[config.mk]
export PLATFORM = sky130hd
export DESIGN_NAME = distance_vector_route_table_flat
export DESIGN_NICKNAME = d
export VERILOG_FILES = /design/src/rtl/dvrt_pkg.sv /design/src/rtl/dvrt_ifs.sv /design/src/rtl/dvrt_store.sv /design/src/rtl/distance_vector_route_table.sv /design/src/flat_wrapper.sv
export SDC_FILE = /design/constraint.sdc
export NUM_CORES = 2
export LEC_CHECK = 0
export BUFFER_PORTS_ARGS = -buffer_cell sky130_fd_sc_hd__clkbuf_2
export CORE_MARGIN = 2
export CORE_UTILIZATION = 35
export DETAILED_ROUTE_END_ITERATION = 10
export SLEW_MARGIN = 20
export SYNTH_ARGS = -nofsm -noshare
export SYNTH_HDL_FRONTEND = slang
export SYNTH_SLANG_ARGS = --single-unit
[constraint.sdc]
create_clock -name clock -period 14.43 [get_ports clock]
set_input_delay 2.886 -clock clock [delete_from_list [all_inputs] [get_ports clock]]
set_output_delay 2.886 -clock clock [all_outputs]
set_load 0.02 [all_outputs]
[src/rtl/dvrt_pkg.sv]
// Shared types and constants of the distance-vector route table.
// No dependencies; dvrt_store and the route table import this package.
package dvrt_pkg;

   localparam int TABLE_DEPTH = 32;
   localparam int IDX_W       = $clog2(TABLE_DEPTH);
   localparam int CNT_W       = $clog2(TABLE_DEPTH + 1);
   localparam int MAX_OUT     = 32;

   localparam logic [4:0]  UNREACHABLE   = 5'd16;
   localparam logic [15:0] OWN_PORT_RST  = 16'd0;
   localparam logic [7:0]  EXPIRE_RST    = 8'd30;
   localparam logic [7:0]  GARBAGE_RST   = 8'd30;

   // item kinds
   localparam logic [1:0] REQ_ROUTE = 2'd0;
   localparam logic [1:0] REQ_TICK  = 2'd1;
   localparam logic [1:0] REQ_ADV   = 2'd2;
   localparam logic [1:0] REQ_LOAD  = 2'd3;

   // register indexes
   localparam logic [1:0] CSR_OWN_PORT = 2'd0;
   localparam logic [1:0] CSR_EXPIRE   = 2'd1;
   localparam logic [1:0] CSR_GARBAGE  = 2'd2;

   typedef struct packed {
      logic [15:0] dest;
      logic [4:0]  cost;
      logic [15:0] hop;
      logic [7:0]  exp_cnt;
      logic [7:0]  gar_cnt;
   } entry_type;

   typedef struct packed {
      logic             en;
      logic [IDX_W-1:0] idx;
      entry_type        data;
   } wr_type;

endpackage

[src/rtl/dvrt_ifs.sv]
// Handshake channels of the route table: request, response and register write.
// Depends on nothing.
interface dvrt_req_if;
   logic        valid;
   logic        ready;
   logic [1:0]  req_type;
   logic [15:0] peer_port;
   logic [15:0] route_dest;
   logic [7:0]  route_cost;
   logic        last_route;
   modport source(output valid, req_type, peer_port, route_dest, route_cost, last_route,
                  input ready);
   modport sink(input valid, req_type, peer_port, route_dest, route_cost, last_route,
                output ready);
endinterface

interface dvrt_rsp_if;
   logic        valid;
   logic        ready;
   logic [15:0] out_dest;
   logic [4:0]  out_cost;
   logic        entry_present;
   logic        route_changed;
   logic        table_full_drop;
   logic [5:0]  entry_total;
   logic        last_result;
   modport source(output valid, out_dest, out_cost, entry_present, route_changed,
                  table_full_drop, entry_total, last_result, input ready);
   modport sink(input valid, out_dest, out_cost, entry_present, route_changed,
                table_full_drop, entry_total, last_result, output ready);
endinterface

interface dvrt_csr_if;
   logic        valid;
   logic        ready;
   logic [1:0]  index;
   logic [15:0] data;
   modport source(output valid, index, data, input ready);
   modport sink(input valid, index, data, output ready);
endinterface

[src/rtl/dvrt_store.sv]
// Route entry storage: one combinational read port, one write port.
// Depends on dvrt_pkg.
module dvrt_store
   import dvrt_pkg::*;
(
   input  logic             clock,
   input  logic [IDX_W-1:0] rd_idx,
   output entry_type        rd_entry,
   input  wr_type           wr
);

   entry_type mem_ff [TABLE_DEPTH];

   // write of one whole entry
   always_ff @(posedge clock) begin
      if (wr.en) begin
         mem_ff[wr.idx] <= wr.data;
      end
   end

   assign rd_entry = mem_ff[rd_idx];

endmodule

[src/rtl/distance_vector_route_table.sv]
// Route table of up to 32 entries walked one entry per cycle by a small sequencer; the
// advertise walk stalls while a listing entry waits on the response side. A route item
// runs a lookup walk and a merge unless it names the own port, and with last_route set
// a refresh walk; a tick runs one aging walk, an advertise one listing walk, and a load
// writes a single entry. The single entry read port is why each walk goes entry by entry. The final word of every item
// also waits while the previous word is still held on the response side.
// Depends on dvrt_pkg, dvrt_ifs and dvrt_store.
module distance_vector_route_table
   import dvrt_pkg::*;
(
   input  logic   clock,
   input  logic   reset,
   dvrt_req_if.sink   req_ch,
   dvrt_rsp_if.source rsp_ch,
   dvrt_csr_if.sink   csr_ch
);

   typedef enum logic [2:0] {
      ST_IDLE, ST_SCAN, ST_MERGE, ST_REFRESH, ST_TICK, ST_ADV, ST_DONE
   } state_type;

   state_type        state_ff;
   logic [CNT_W-1:0] count_ff, i_ff, w_ff, n_ff;
   logic [15:0]      own_port_ff;
   logic [7:0]       expire_limit_ff, garbage_limit_ff;

   logic [15:0]      peer_ff, rdest_ff;
   logic [7:0]       rcost_ff;
   logic             last_ff;
   logic [4:0]       scost_ff;
   logic             sfound_ff, hit_ff, changed_ff, drop_ff;
   logic [IDX_W-1:0] hit_idx_ff;
   logic             pend_vld_ff;
   logic [15:0]      pend_dest_ff;
   logic [4:0]       pend_cost_ff;

   logic             rsp_vld_ff;
   logic [15:0]      rsp_dest_ff;
   logic [4:0]       rsp_cost_ff;
   logic             rsp_pres_ff, rsp_chg_ff, rsp_drop_ff, rsp_last_ff;
   logic [5:0]       rsp_total_ff;

   entry_type        rd;
   wr_type           wr;
   logic [IDX_W-1:0] rd_idx;
   logic             out_free, at_end, via, adv_skip, full, rsp_load;
   logic [8:0]       sum;
   logic [4:0]       through;
   entry_type        tick_entry;

   dvrt_store u_store (
      .clock    (clock),
      .rd_idx   (rd_idx),
      .rd_entry (rd),
      .wr       (wr)
   );

   assign out_free     = !rsp_vld_ff || rsp_ch.ready;
   assign at_end       = (i_ff == count_ff);
   assign full         = (count_ff == CNT_W'(TABLE_DEPTH));
   assign rd_idx       = (state_ff == ST_MERGE) ? hit_idx_ff : i_ff[IDX_W-1:0];
   assign via          = (rd.hop != 16'd0) && (rd.hop == peer_ff);
   assign adv_skip     = (rd.dest == peer_ff) || via;
   assign req_ch.ready = (state_ff == ST_IDLE);
   assign csr_ch.ready = 1'b1;

   // a word enters the response register: a held-back listing entry or the final word
   assign rsp_load = ((state_ff == ST_ADV) && !at_end && (n_ff < CNT_W'(MAX_OUT)) &&
                      !adv_skip && pend_vld_ff && out_free) ||
                     ((state_ff == ST_DONE) && out_free);

   // shared saturating add of sender cost and advertised cost
   assign sum     = {4'd0, scost_ff} + {1'b0, rcost_ff};
   assign through = (sum > 9'(UNREACHABLE)) ? UNREACHABLE : sum[4:0];

   // aging of the entry under the walk
   always_comb begin
      tick_entry = rd;
      if (rd.exp_cnt >= expire_limit_ff) begin
         tick_entry.cost = UNREACHABLE;
         if (rd.gar_cnt != 8'hFF) tick_entry.gar_cnt = rd.gar_cnt + 8'd1;
      end else if (rd.exp_cnt != 8'hFF) begin
         tick_entry.exp_cnt = rd.exp_cnt + 8'd1;
      end
   end

   // write port selection
   always_comb begin
      wr      = '0;
      wr.data = rd;
      case (state_ff)
         ST_IDLE: begin
            if (req_ch.valid && req_ch.req_type == REQ_LOAD && !full) begin
               wr.en        = 1'b1;
               wr.idx       = count_ff[IDX_W-1:0];
               wr.data      = '0;
               wr.data.dest = req_ch.route_dest;
               wr.data.cost = (req_ch.route_cost > 8'(UNREACHABLE)) ? UNREACHABLE
                                                                  : req_ch.route_cost[4:0];
            end
         end
         ST_MERGE: begin
            if (hit_ff) begin
               wr.idx = hit_idx_ff;
               if (via) begin
                  wr.en        = 1'b1;
                  wr.data.cost = through;
               end else if (through < rd.cost) begin
                  wr.en        = 1'b1;
                  wr.data.cost = through;
                  wr.data.hop  = peer_ff;
               end
            end else if (!full) begin
               wr.en        = 1'b1;
               wr.idx       = count_ff[IDX_W-1:0];
               wr.data      = '0;
               wr.data.dest = rdest_ff;
               wr.data.cost = through;
               wr.data.hop  = peer_ff;
            end
         end
         ST_REFRESH: begin
            if (!at_end && (via || rd.dest == peer_ff) && rd.cost < UNREACHABLE) begin
               wr.en           = 1'b1;
               wr.idx          = i_ff[IDX_W-1:0];
               wr.data.exp_cnt = 8'd0;
               wr.data.gar_cnt = 8'd0;
            end
         end
         ST_TICK: begin
            if (!at_end && rd.gar_cnt < garbage_limit_ff) begin
               wr.en   = 1'b1;
               wr.idx  = w_ff[IDX_W-1:0];
               wr.data = tick_entry;
            end
         end
         default: ;
      endcase
   end

   // sequencer, registers and response register
   always_ff @(posedge clock) begin
      if (reset) begin
         state_ff         <= ST_IDLE;
         count_ff         <= '0;
         rsp_vld_ff       <= 1'b0;
         own_port_ff      <= OWN_PORT_RST;
         expire_limit_ff  <= EXPIRE_RST;
         garbage_limit_ff <= GARBAGE_RST;
      end else begin
         if (rsp_load)          rsp_vld_ff <= 1'b1;
         else if (rsp_ch.ready) rsp_vld_ff <= 1'b0;

         // register writes
         if (csr_ch.valid) begin
            case (csr_ch.index)
               CSR_OWN_PORT: own_port_ff      <= csr_ch.data;
               CSR_EXPIRE:   expire_limit_ff  <= csr_ch.data[7:0];
               CSR_GARBAGE:  garbage_limit_ff <= csr_ch.data[7:0];
               default: ;
            endcase
         end

         case (state_ff)
            ST_IDLE: begin
               if (req_ch.valid) begin
                  peer_ff     <= req_ch.peer_port;
                  rdest_ff    <= req_ch.route_dest;
                  rcost_ff    <= req_ch.route_cost;
                  last_ff     <= req_ch.last_route;
                  i_ff        <= '0;
                  w_ff        <= '0;
                  n_ff        <= '0;
                  scost_ff    <= UNREACHABLE;
                  sfound_ff   <= 1'b0;
                  hit_ff      <= 1'b0;
                  changed_ff  <= 1'b0;
                  drop_ff     <= 1'b0;
                  pend_vld_ff <= 1'b0;
                  case (req_ch.req_type)
                     REQ_ROUTE: begin
                        if (req_ch.route_dest != own_port_ff) state_ff <= ST_SCAN;
                        else if (req_ch.last_route)          state_ff <= ST_REFRESH;
                        else                                 state_ff <= ST_DONE;
                     end
                     REQ_TICK: state_ff <= ST_TICK;
                     REQ_ADV:  state_ff <= ST_ADV;
                     default: begin
                        if (full) drop_ff <= 1'b1;
                        else      count_ff <= count_ff + 1'b1;
                        state_ff <= ST_DONE;
                     end
                  endcase
               end
            end
            // find sender cost and the matching destination
            ST_SCAN: begin
               if (at_end) begin
                  state_ff <= ST_MERGE;
               end else begin
                  if (!sfound_ff && rd.dest == peer_ff) begin
                     sfound_ff <= 1'b1;
                     scost_ff  <= rd.cost;
                  end
                  if (!hit_ff && rd.dest == rdest_ff) begin
                     hit_ff     <= 1'b1;
                     hit_idx_ff <= i_ff[IDX_W-1:0];
                  end
                  i_ff <= i_ff + 1'b1;
               end
            end
            ST_MERGE: begin
               if (hit_ff) begin
                  if (!via && through < rd.cost) changed_ff <= 1'b1;
               end else if (full) begin
                  drop_ff <= 1'b1;
               end else begin
                  count_ff <= count_ff + 1'b1;
               end
               i_ff     <= '0;
               state_ff <= last_ff ? ST_REFRESH : ST_DONE;
            end
            ST_REFRESH: begin
               if (at_end) state_ff <= ST_DONE;
               else        i_ff     <= i_ff + 1'b1;
            end
            // age and compact in one pass
            ST_TICK: begin
               if (at_end) begin
                  count_ff <= w_ff;
                  state_ff <= ST_DONE;
               end else begin
                  if (rd.gar_cnt < garbage_limit_ff) w_ff <= w_ff + 1'b1;
                  i_ff <= i_ff + 1'b1;
               end
            end
            // one entry held back so the final word can carry last_result
            ST_ADV: begin
               if (at_end || n_ff >= CNT_W'(MAX_OUT)) begin
                  state_ff <= ST_DONE;
               end else if (adv_skip) begin
                  i_ff <= i_ff + 1'b1;
               end else if (!pend_vld_ff || out_free) begin
                  if (pend_vld_ff) begin
                     rsp_dest_ff  <= pend_dest_ff;
                     rsp_cost_ff  <= pend_cost_ff;
                     rsp_pres_ff  <= 1'b1;
                     rsp_chg_ff   <= 1'b0;
                     rsp_drop_ff  <= 1'b0;
                     rsp_last_ff  <= 1'b0;
                     rsp_total_ff <= 6'(count_ff);
                  end
                  pend_vld_ff  <= 1'b1;
                  pend_dest_ff <= rd.dest;
                  pend_cost_ff <= rd.cost;
                  n_ff         <= n_ff + 1'b1;
                  i_ff         <= i_ff + 1'b1;
               end
            end
            ST_DONE: begin
               if (out_free) begin
                  rsp_dest_ff  <= pend_vld_ff ? pend_dest_ff : 16'd0;
                  rsp_cost_ff  <= pend_vld_ff ? pend_cost_ff : 5'd0;
                  rsp_pres_ff  <= pend_vld_ff;
                  rsp_chg_ff   <= changed_ff;
                  rsp_drop_ff  <= drop_ff;
                  rsp_last_ff  <= 1'b1;
                  rsp_total_ff <= 6'(count_ff);
                  state_ff     <= ST_IDLE;
               end
            end
            default: state_ff <= ST_IDLE;
         endcase
      end
   end

   assign rsp_ch.valid           = rsp_vld_ff;
   assign rsp_ch.out_dest        = rsp_dest_ff;
   assign rsp_ch.out_cost        = rsp_cost_ff;
   assign rsp_ch.entry_present   = rsp_pres_ff;
   assign rsp_ch.route_changed   = rsp_chg_ff;
   assign rsp_ch.table_full_drop = rsp_drop_ff;
   assign rsp_ch.entry_total     = rsp_total_ff;
   assign rsp_ch.last_result     = rsp_last_ff;

   // entry count stays within the table
   a_count_bound: assert property (@(posedge clock) disable iff (reset)
      count_ff <= CNT_W'(TABLE_DEPTH))
      else $error("entry count above table depth");

   // an accepted item always starts the sequencer
   a_accept_busy: assert property (@(posedge clock) disable iff (reset)
      (req_ch.valid && req_ch.ready) |=> (state_ff != ST_IDLE))
      else $error("sequencer idle after accept");

   // aging never grows the table
   a_tick_shrinks: assert property (@(posedge clock) disable iff (reset)
      (state_ff == ST_TICK) |=> (count_ff <= $past(count_ff)))
      else $error("table grew during aging");

   // compaction write pointer never passes the read pointer
   a_compact_order: assert property (@(posedge clock) disable iff (reset)
      (state_ff == ST_TICK) |-> (w_ff <= i_ff))
      else $error("compaction pointer ahead of walk");

endmodule
[src/flat_wrapper.sv]
// flat-port wrapper written by rule: the top's interface ports become plain ports
module distance_vector_route_table_flat import dvrt_pkg::*;
  (clock, reset, req_ch_valid, req_ch_req_type, req_ch_peer_port, req_ch_route_dest, req_ch_route_cost, req_ch_last_route, req_ch_ready, rsp_ch_valid, rsp_ch_out_dest, rsp_ch_out_cost, rsp_ch_entry_present, rsp_ch_route_changed, rsp_ch_table_full_drop, rsp_ch_entry_total, rsp_ch_last_result, rsp_ch_ready, csr_ch_valid, csr_ch_index, csr_ch_data, csr_ch_ready);
  dvrt_req_if req_ch_i ();
  dvrt_rsp_if rsp_ch_i ();
  dvrt_csr_if csr_ch_i ();
  input  logic clock;
  input  logic reset;
  input wire logic [$bits(req_ch_i.valid)-1:0] req_ch_valid;
  input wire logic [$bits(req_ch_i.req_type)-1:0] req_ch_req_type;
  input wire logic [$bits(req_ch_i.peer_port)-1:0] req_ch_peer_port;
  input wire logic [$bits(req_ch_i.route_dest)-1:0] req_ch_route_dest;
  input wire logic [$bits(req_ch_i.route_cost)-1:0] req_ch_route_cost;
  input wire logic [$bits(req_ch_i.last_route)-1:0] req_ch_last_route;
  output wire logic [$bits(req_ch_i.ready)-1:0] req_ch_ready;
  output wire logic [$bits(rsp_ch_i.valid)-1:0] rsp_ch_valid;
  output wire logic [$bits(rsp_ch_i.out_dest)-1:0] rsp_ch_out_dest;
  output wire logic [$bits(rsp_ch_i.out_cost)-1:0] rsp_ch_out_cost;
  output wire logic [$bits(rsp_ch_i.entry_present)-1:0] rsp_ch_entry_present;
  output wire logic [$bits(rsp_ch_i.route_changed)-1:0] rsp_ch_route_changed;
  output wire logic [$bits(rsp_ch_i.table_full_drop)-1:0] rsp_ch_table_full_drop;
  output wire logic [$bits(rsp_ch_i.entry_total)-1:0] rsp_ch_entry_total;
  output wire logic [$bits(rsp_ch_i.last_result)-1:0] rsp_ch_last_result;
  input wire logic [$bits(rsp_ch_i.ready)-1:0] rsp_ch_ready;
  input wire logic [$bits(csr_ch_i.valid)-1:0] csr_ch_valid;
  input wire logic [$bits(csr_ch_i.index)-1:0] csr_ch_index;
  input wire logic [$bits(csr_ch_i.data)-1:0] csr_ch_data;
  output wire logic [$bits(csr_ch_i.ready)-1:0] csr_ch_ready;
  assign req_ch_i.valid = req_ch_valid;
  assign req_ch_i.req_type = req_ch_req_type;
  assign req_ch_i.peer_port = req_ch_peer_port;
  assign req_ch_i.route_dest = req_ch_route_dest;
  assign req_ch_i.route_cost = req_ch_route_cost;
  assign req_ch_i.last_route = req_ch_last_route;
  assign req_ch_ready = req_ch_i.ready;
  assign rsp_ch_valid = rsp_ch_i.valid;
  assign rsp_ch_out_dest = rsp_ch_i.out_dest;
  assign rsp_ch_out_cost = rsp_ch_i.out_cost;
  assign rsp_ch_entry_present = rsp_ch_i.entry_present;
  assign rsp_ch_route_changed = rsp_ch_i.route_changed;
  assign rsp_ch_table_full_drop = rsp_ch_i.table_full_drop;
  assign rsp_ch_entry_total = rsp_ch_i.entry_total;
  assign rsp_ch_last_result = rsp_ch_i.last_result;
  assign rsp_ch_i.ready = rsp_ch_ready;
  assign csr_ch_i.valid = csr_ch_valid;
  assign csr_ch_i.index = csr_ch_index;
  assign csr_ch_i.data = csr_ch_data;
  assign csr_ch_ready = csr_ch_i.ready;
  distance_vector_route_table u_core (.clock(clock), .reset(reset), .req_ch(req_ch_i), .rsp_ch(rsp_ch_i), .csr_ch(csr_ch_i));
endmodule
==> flow_summary.ini <==
[sta]
min_period_over_period_pct = 65.9
setup_slack_ps = 4920
worst_pin_slew_ps = 1280
fin_setup_tns_ps = 0
rsz0062_at_grt = no
hold_viol = 0
max_freq_mhz = 105
maxSlewViolCount = 0
holdWs_ps = 473
slew_headroom_pct = 14.5
period_needed_ps = 9510
setup_viol = 0
skew_ps = 38.1

[pwr]
p_leak_nw = 30.8
power_mw = 24.4
power-per-cell-area_nw_per_um2 = 269
ir_worst_vdd_mv = 0.255

[grt]
antenna_found_initial = 4
grt_max_degree = 154
grt_pass1_vias = 49700
grt_pass1_wl_um = 368000
grt_use_total_pct = 21.9
overflow = 0

[synth]
synth_top_area_cell = edfxtp_1
synth_edf_count = 1822
synth.avg_cell_area_um2 = 13.8
synth.top_cell.area_share_pct = 68.5
yosysMostFrequentCell = edfxtp_1
ys_types = 104
synth_seq_area_share_pct = 69.5
synth-async-reset-ratio_pct = 0
yosys_warnings = 0
synth.area.top_cells = edfxtp_1 (68%), nand2_1 (4.7%), mux2i_1 (4.5%)
synth_flop_cell = edfxtp_1
syn-num-nets = 5884
synth_common_cells = edfxtp_1 (1822), nand2_1 (993), mux2i_1 (359)
synth-seq-cells = 1864
synthCells = 5783
synth_area_um2 = 79900

[clock_network]
clockRootBuffer = clkbuf_16
clock-sinks = 1864
clock_latency_ps = 850
cts_setup_buffers = 0
cts_resized = 0
clock_path_buffers = 3
clk_pin_slew_ps = 70
cts_tree = done
cts_max_level = 4
numCtsBuffers = 177
ctsHoldBuffers = 0

[final_layout]
nFillCells = 20800
drive_gt1_share_pct = 13.6
area_growth_pct = 13.4
seq_area_um2 = 55600
multi_input_comb_area_um2 = 22600
fin_nets = 5967

[floorplanning]
die_w_um = 482
die_h_um = 482
io_pins = 100
dieArea_um2 = 232000
initial_utilization_pct = 35.2
fp-row-count = 175
core_um2 = 227000

[worst_setup_path]
cp_slowest_cell = dfxtp_1
cp_data_required_time_ps = 14870
slowest_delay_ps = 850
path_delay_family = buffers and inverters
cp_cell_sequence = or3b_4 > buf_4 > inv_4 > buf_4 > buf_4 > or3_1 > and2_1 > buf_4 > o221a_2 > a211oi_1 > a21oi_1 > or4b_1 > nor4_2 > o2111ai_2 > buf_4 > o31ai_2 > nand2b_1 > nor3b_2 > buf_4 > buf_4
critical_path_class = register to register
crit_buf_inv = 8
endpoint_kind = register
arrival_ps = 9950
crit_fanout = 46
cpMostUsedCell = buf_4
start_kind = register

[placed_design]
io_buffers = 98
place_ws_ps = 5190
dp_hpwl_um = 145000
gp_congestion = 0.897

[drt]
routed_wl_um = 262000
drc = 0
num_vias = 52700
routed_via_density = 5.84
dr.first_iter.drc_count = 7291
antenna_left = 0
drtPass1Iterations = 6
wire_per_inst_um = 29.0

[worst_hold_path]
hold_class = register to register

[run_status]
status = completed

[run]
cap_violations = 0
[layout by cell type (no fill, tap or decap), types with 18 or more instances in the layout]
| cell | n |
|---|---|
| nand4_1 | 30 |
| xnor2_1 | 50 |
| buf_4 | 185 |
| mux2i_1 | 354 |
| dfxtp_1 | 42 |
| o221ai_1 | 25 |
| a32oi_1 | 28 |
| o21ai_0 | 70 |
| a311oi_1 | 109 |
| nor2b_1 | 54 |
| o211a_1 | 18 |
| a211oi_1 | 229 |
| a221oi_1 | 18 |
| inv_1 | 165 |
| and3_1 | 47 |
| clkinv_1 | 39 |
| edfxtp_1 | 1822 |
| mux2_2 | 49 |
| bufinv_16 | 23 |
| nor4_1 | 25 |
| a31oi_1 | 66 |
| a21o_1 | 18 |
| nor2_1 | 102 |
| clkbuf_2 | 98 |
| nand3_1 | 353 |
| mux4_2 | 60 |
| clkbuf_16 | 182 |
| clkinv_2 | 43 |
| a21oi_1 | 199 |
| ha_1 | 34 |
| clkbuf_1 | 21 |
| a22oi_1 | 38 |
| nand2_1 | 993 |
[final cells by class]
cell class | instances | share of cell area, %
antenna | 1 | 0.00276
inverter | 167 | 0.695
multi-input combinational | 3360 | 24.9
tap | 3009 | 4.16
sequential | 1864 | 61.3
clock inverter | 123 | 1.40
clock buffer | 207 | 5.18
timing repair buffer | 296 | 2.33
[metrics by stage]
step	std cells	instance area, um2	utilization, %
6_report	9027	90600	39.9
5_1_grt	9027	90600	39.9
4_1_cts	9025	90500	39.8
3_5_place_dp	8695	84500	37.2
3_3_place_gp	8695	84500	37.2
2_1_floorplan	5783	79900	-
[tightest hold or removal path, stage by stage, from the launching register on]
cell	delay (ps)
dfxtp_1	320
nand2_1	50
a21oi_1	50
[worst paths after layout]
kind	slack, ps	from	to	depth (start not counted)
min reg2reg	470	u_core.own_port_ff[9]	u_core.own_port_ff[9]	2
min	470	u_core.own_port_ff[9]	u_core.own_port_ff[9]	2
max	4920	u_core.state_ff[2]	u_core.u_store.mem_ff[11][17]	20
max reg2reg	4920	u_core.state_ff[2]	u_core.u_store.mem_ff[11][17]	20
[power breakdown]
group / internal, mW / switching (mW)
clock network: 2.74 / 2.07
logic: 2.62 / 7.94
registers: 8.88 / 0.138
[state kept, by name, indices dropped and copies added (netlist names), 6 cells and up]
| name | cells |
|---|---|
| u_core.peer_ff | 16 |
| u_core.u_store.mem_ff | 1696 |
| u_core.own_port_ff | 16 |
| u_core.n_ff | 6 |
| u_core.rsp_ch.out_dest | 16 |
| u_core.pend_dest_ff | 16 |
| u_core.garbage_limit_ff | 8 |
| u_core.rcost_ff | 8 |
| u_core.count_ff | 6 |
| u_core.w_ff | 6 |
| u_core.rdest_ff | 16 |
| u_core.rsp_ch.entry_total | 6 |
| u_core.expire_limit_ff | 8 |
| u_core.i_ff | 6 |
[per-layer routing]
metal | track usage [%] | vias to the layer above | routed length, um
met4 | 8.89 | 2 | 11500
li1 | - | 22300 | -
met3 | 3.65 | 543 | 25000
met1 | 29.9 | 26800 | 105000
met2 | 34.9 | 3023 | 121000
met5 | 0 | - | 13
[cell families after synthesis]
kind of cell               Yosys count  synth area share, %
muxes                              469                 6.90
AOI/OAI and AO/OA                 1019                 9.18
xor gates and xnor gates            67                0.735
buffers and inverters              559                 3.06
other                                1              0.00469
and+or+nand+nor                   1769                 10.0
DFF                               1864                 69.5
adders and majority gates           35                0.558
(Power assumes the default switching activity.)
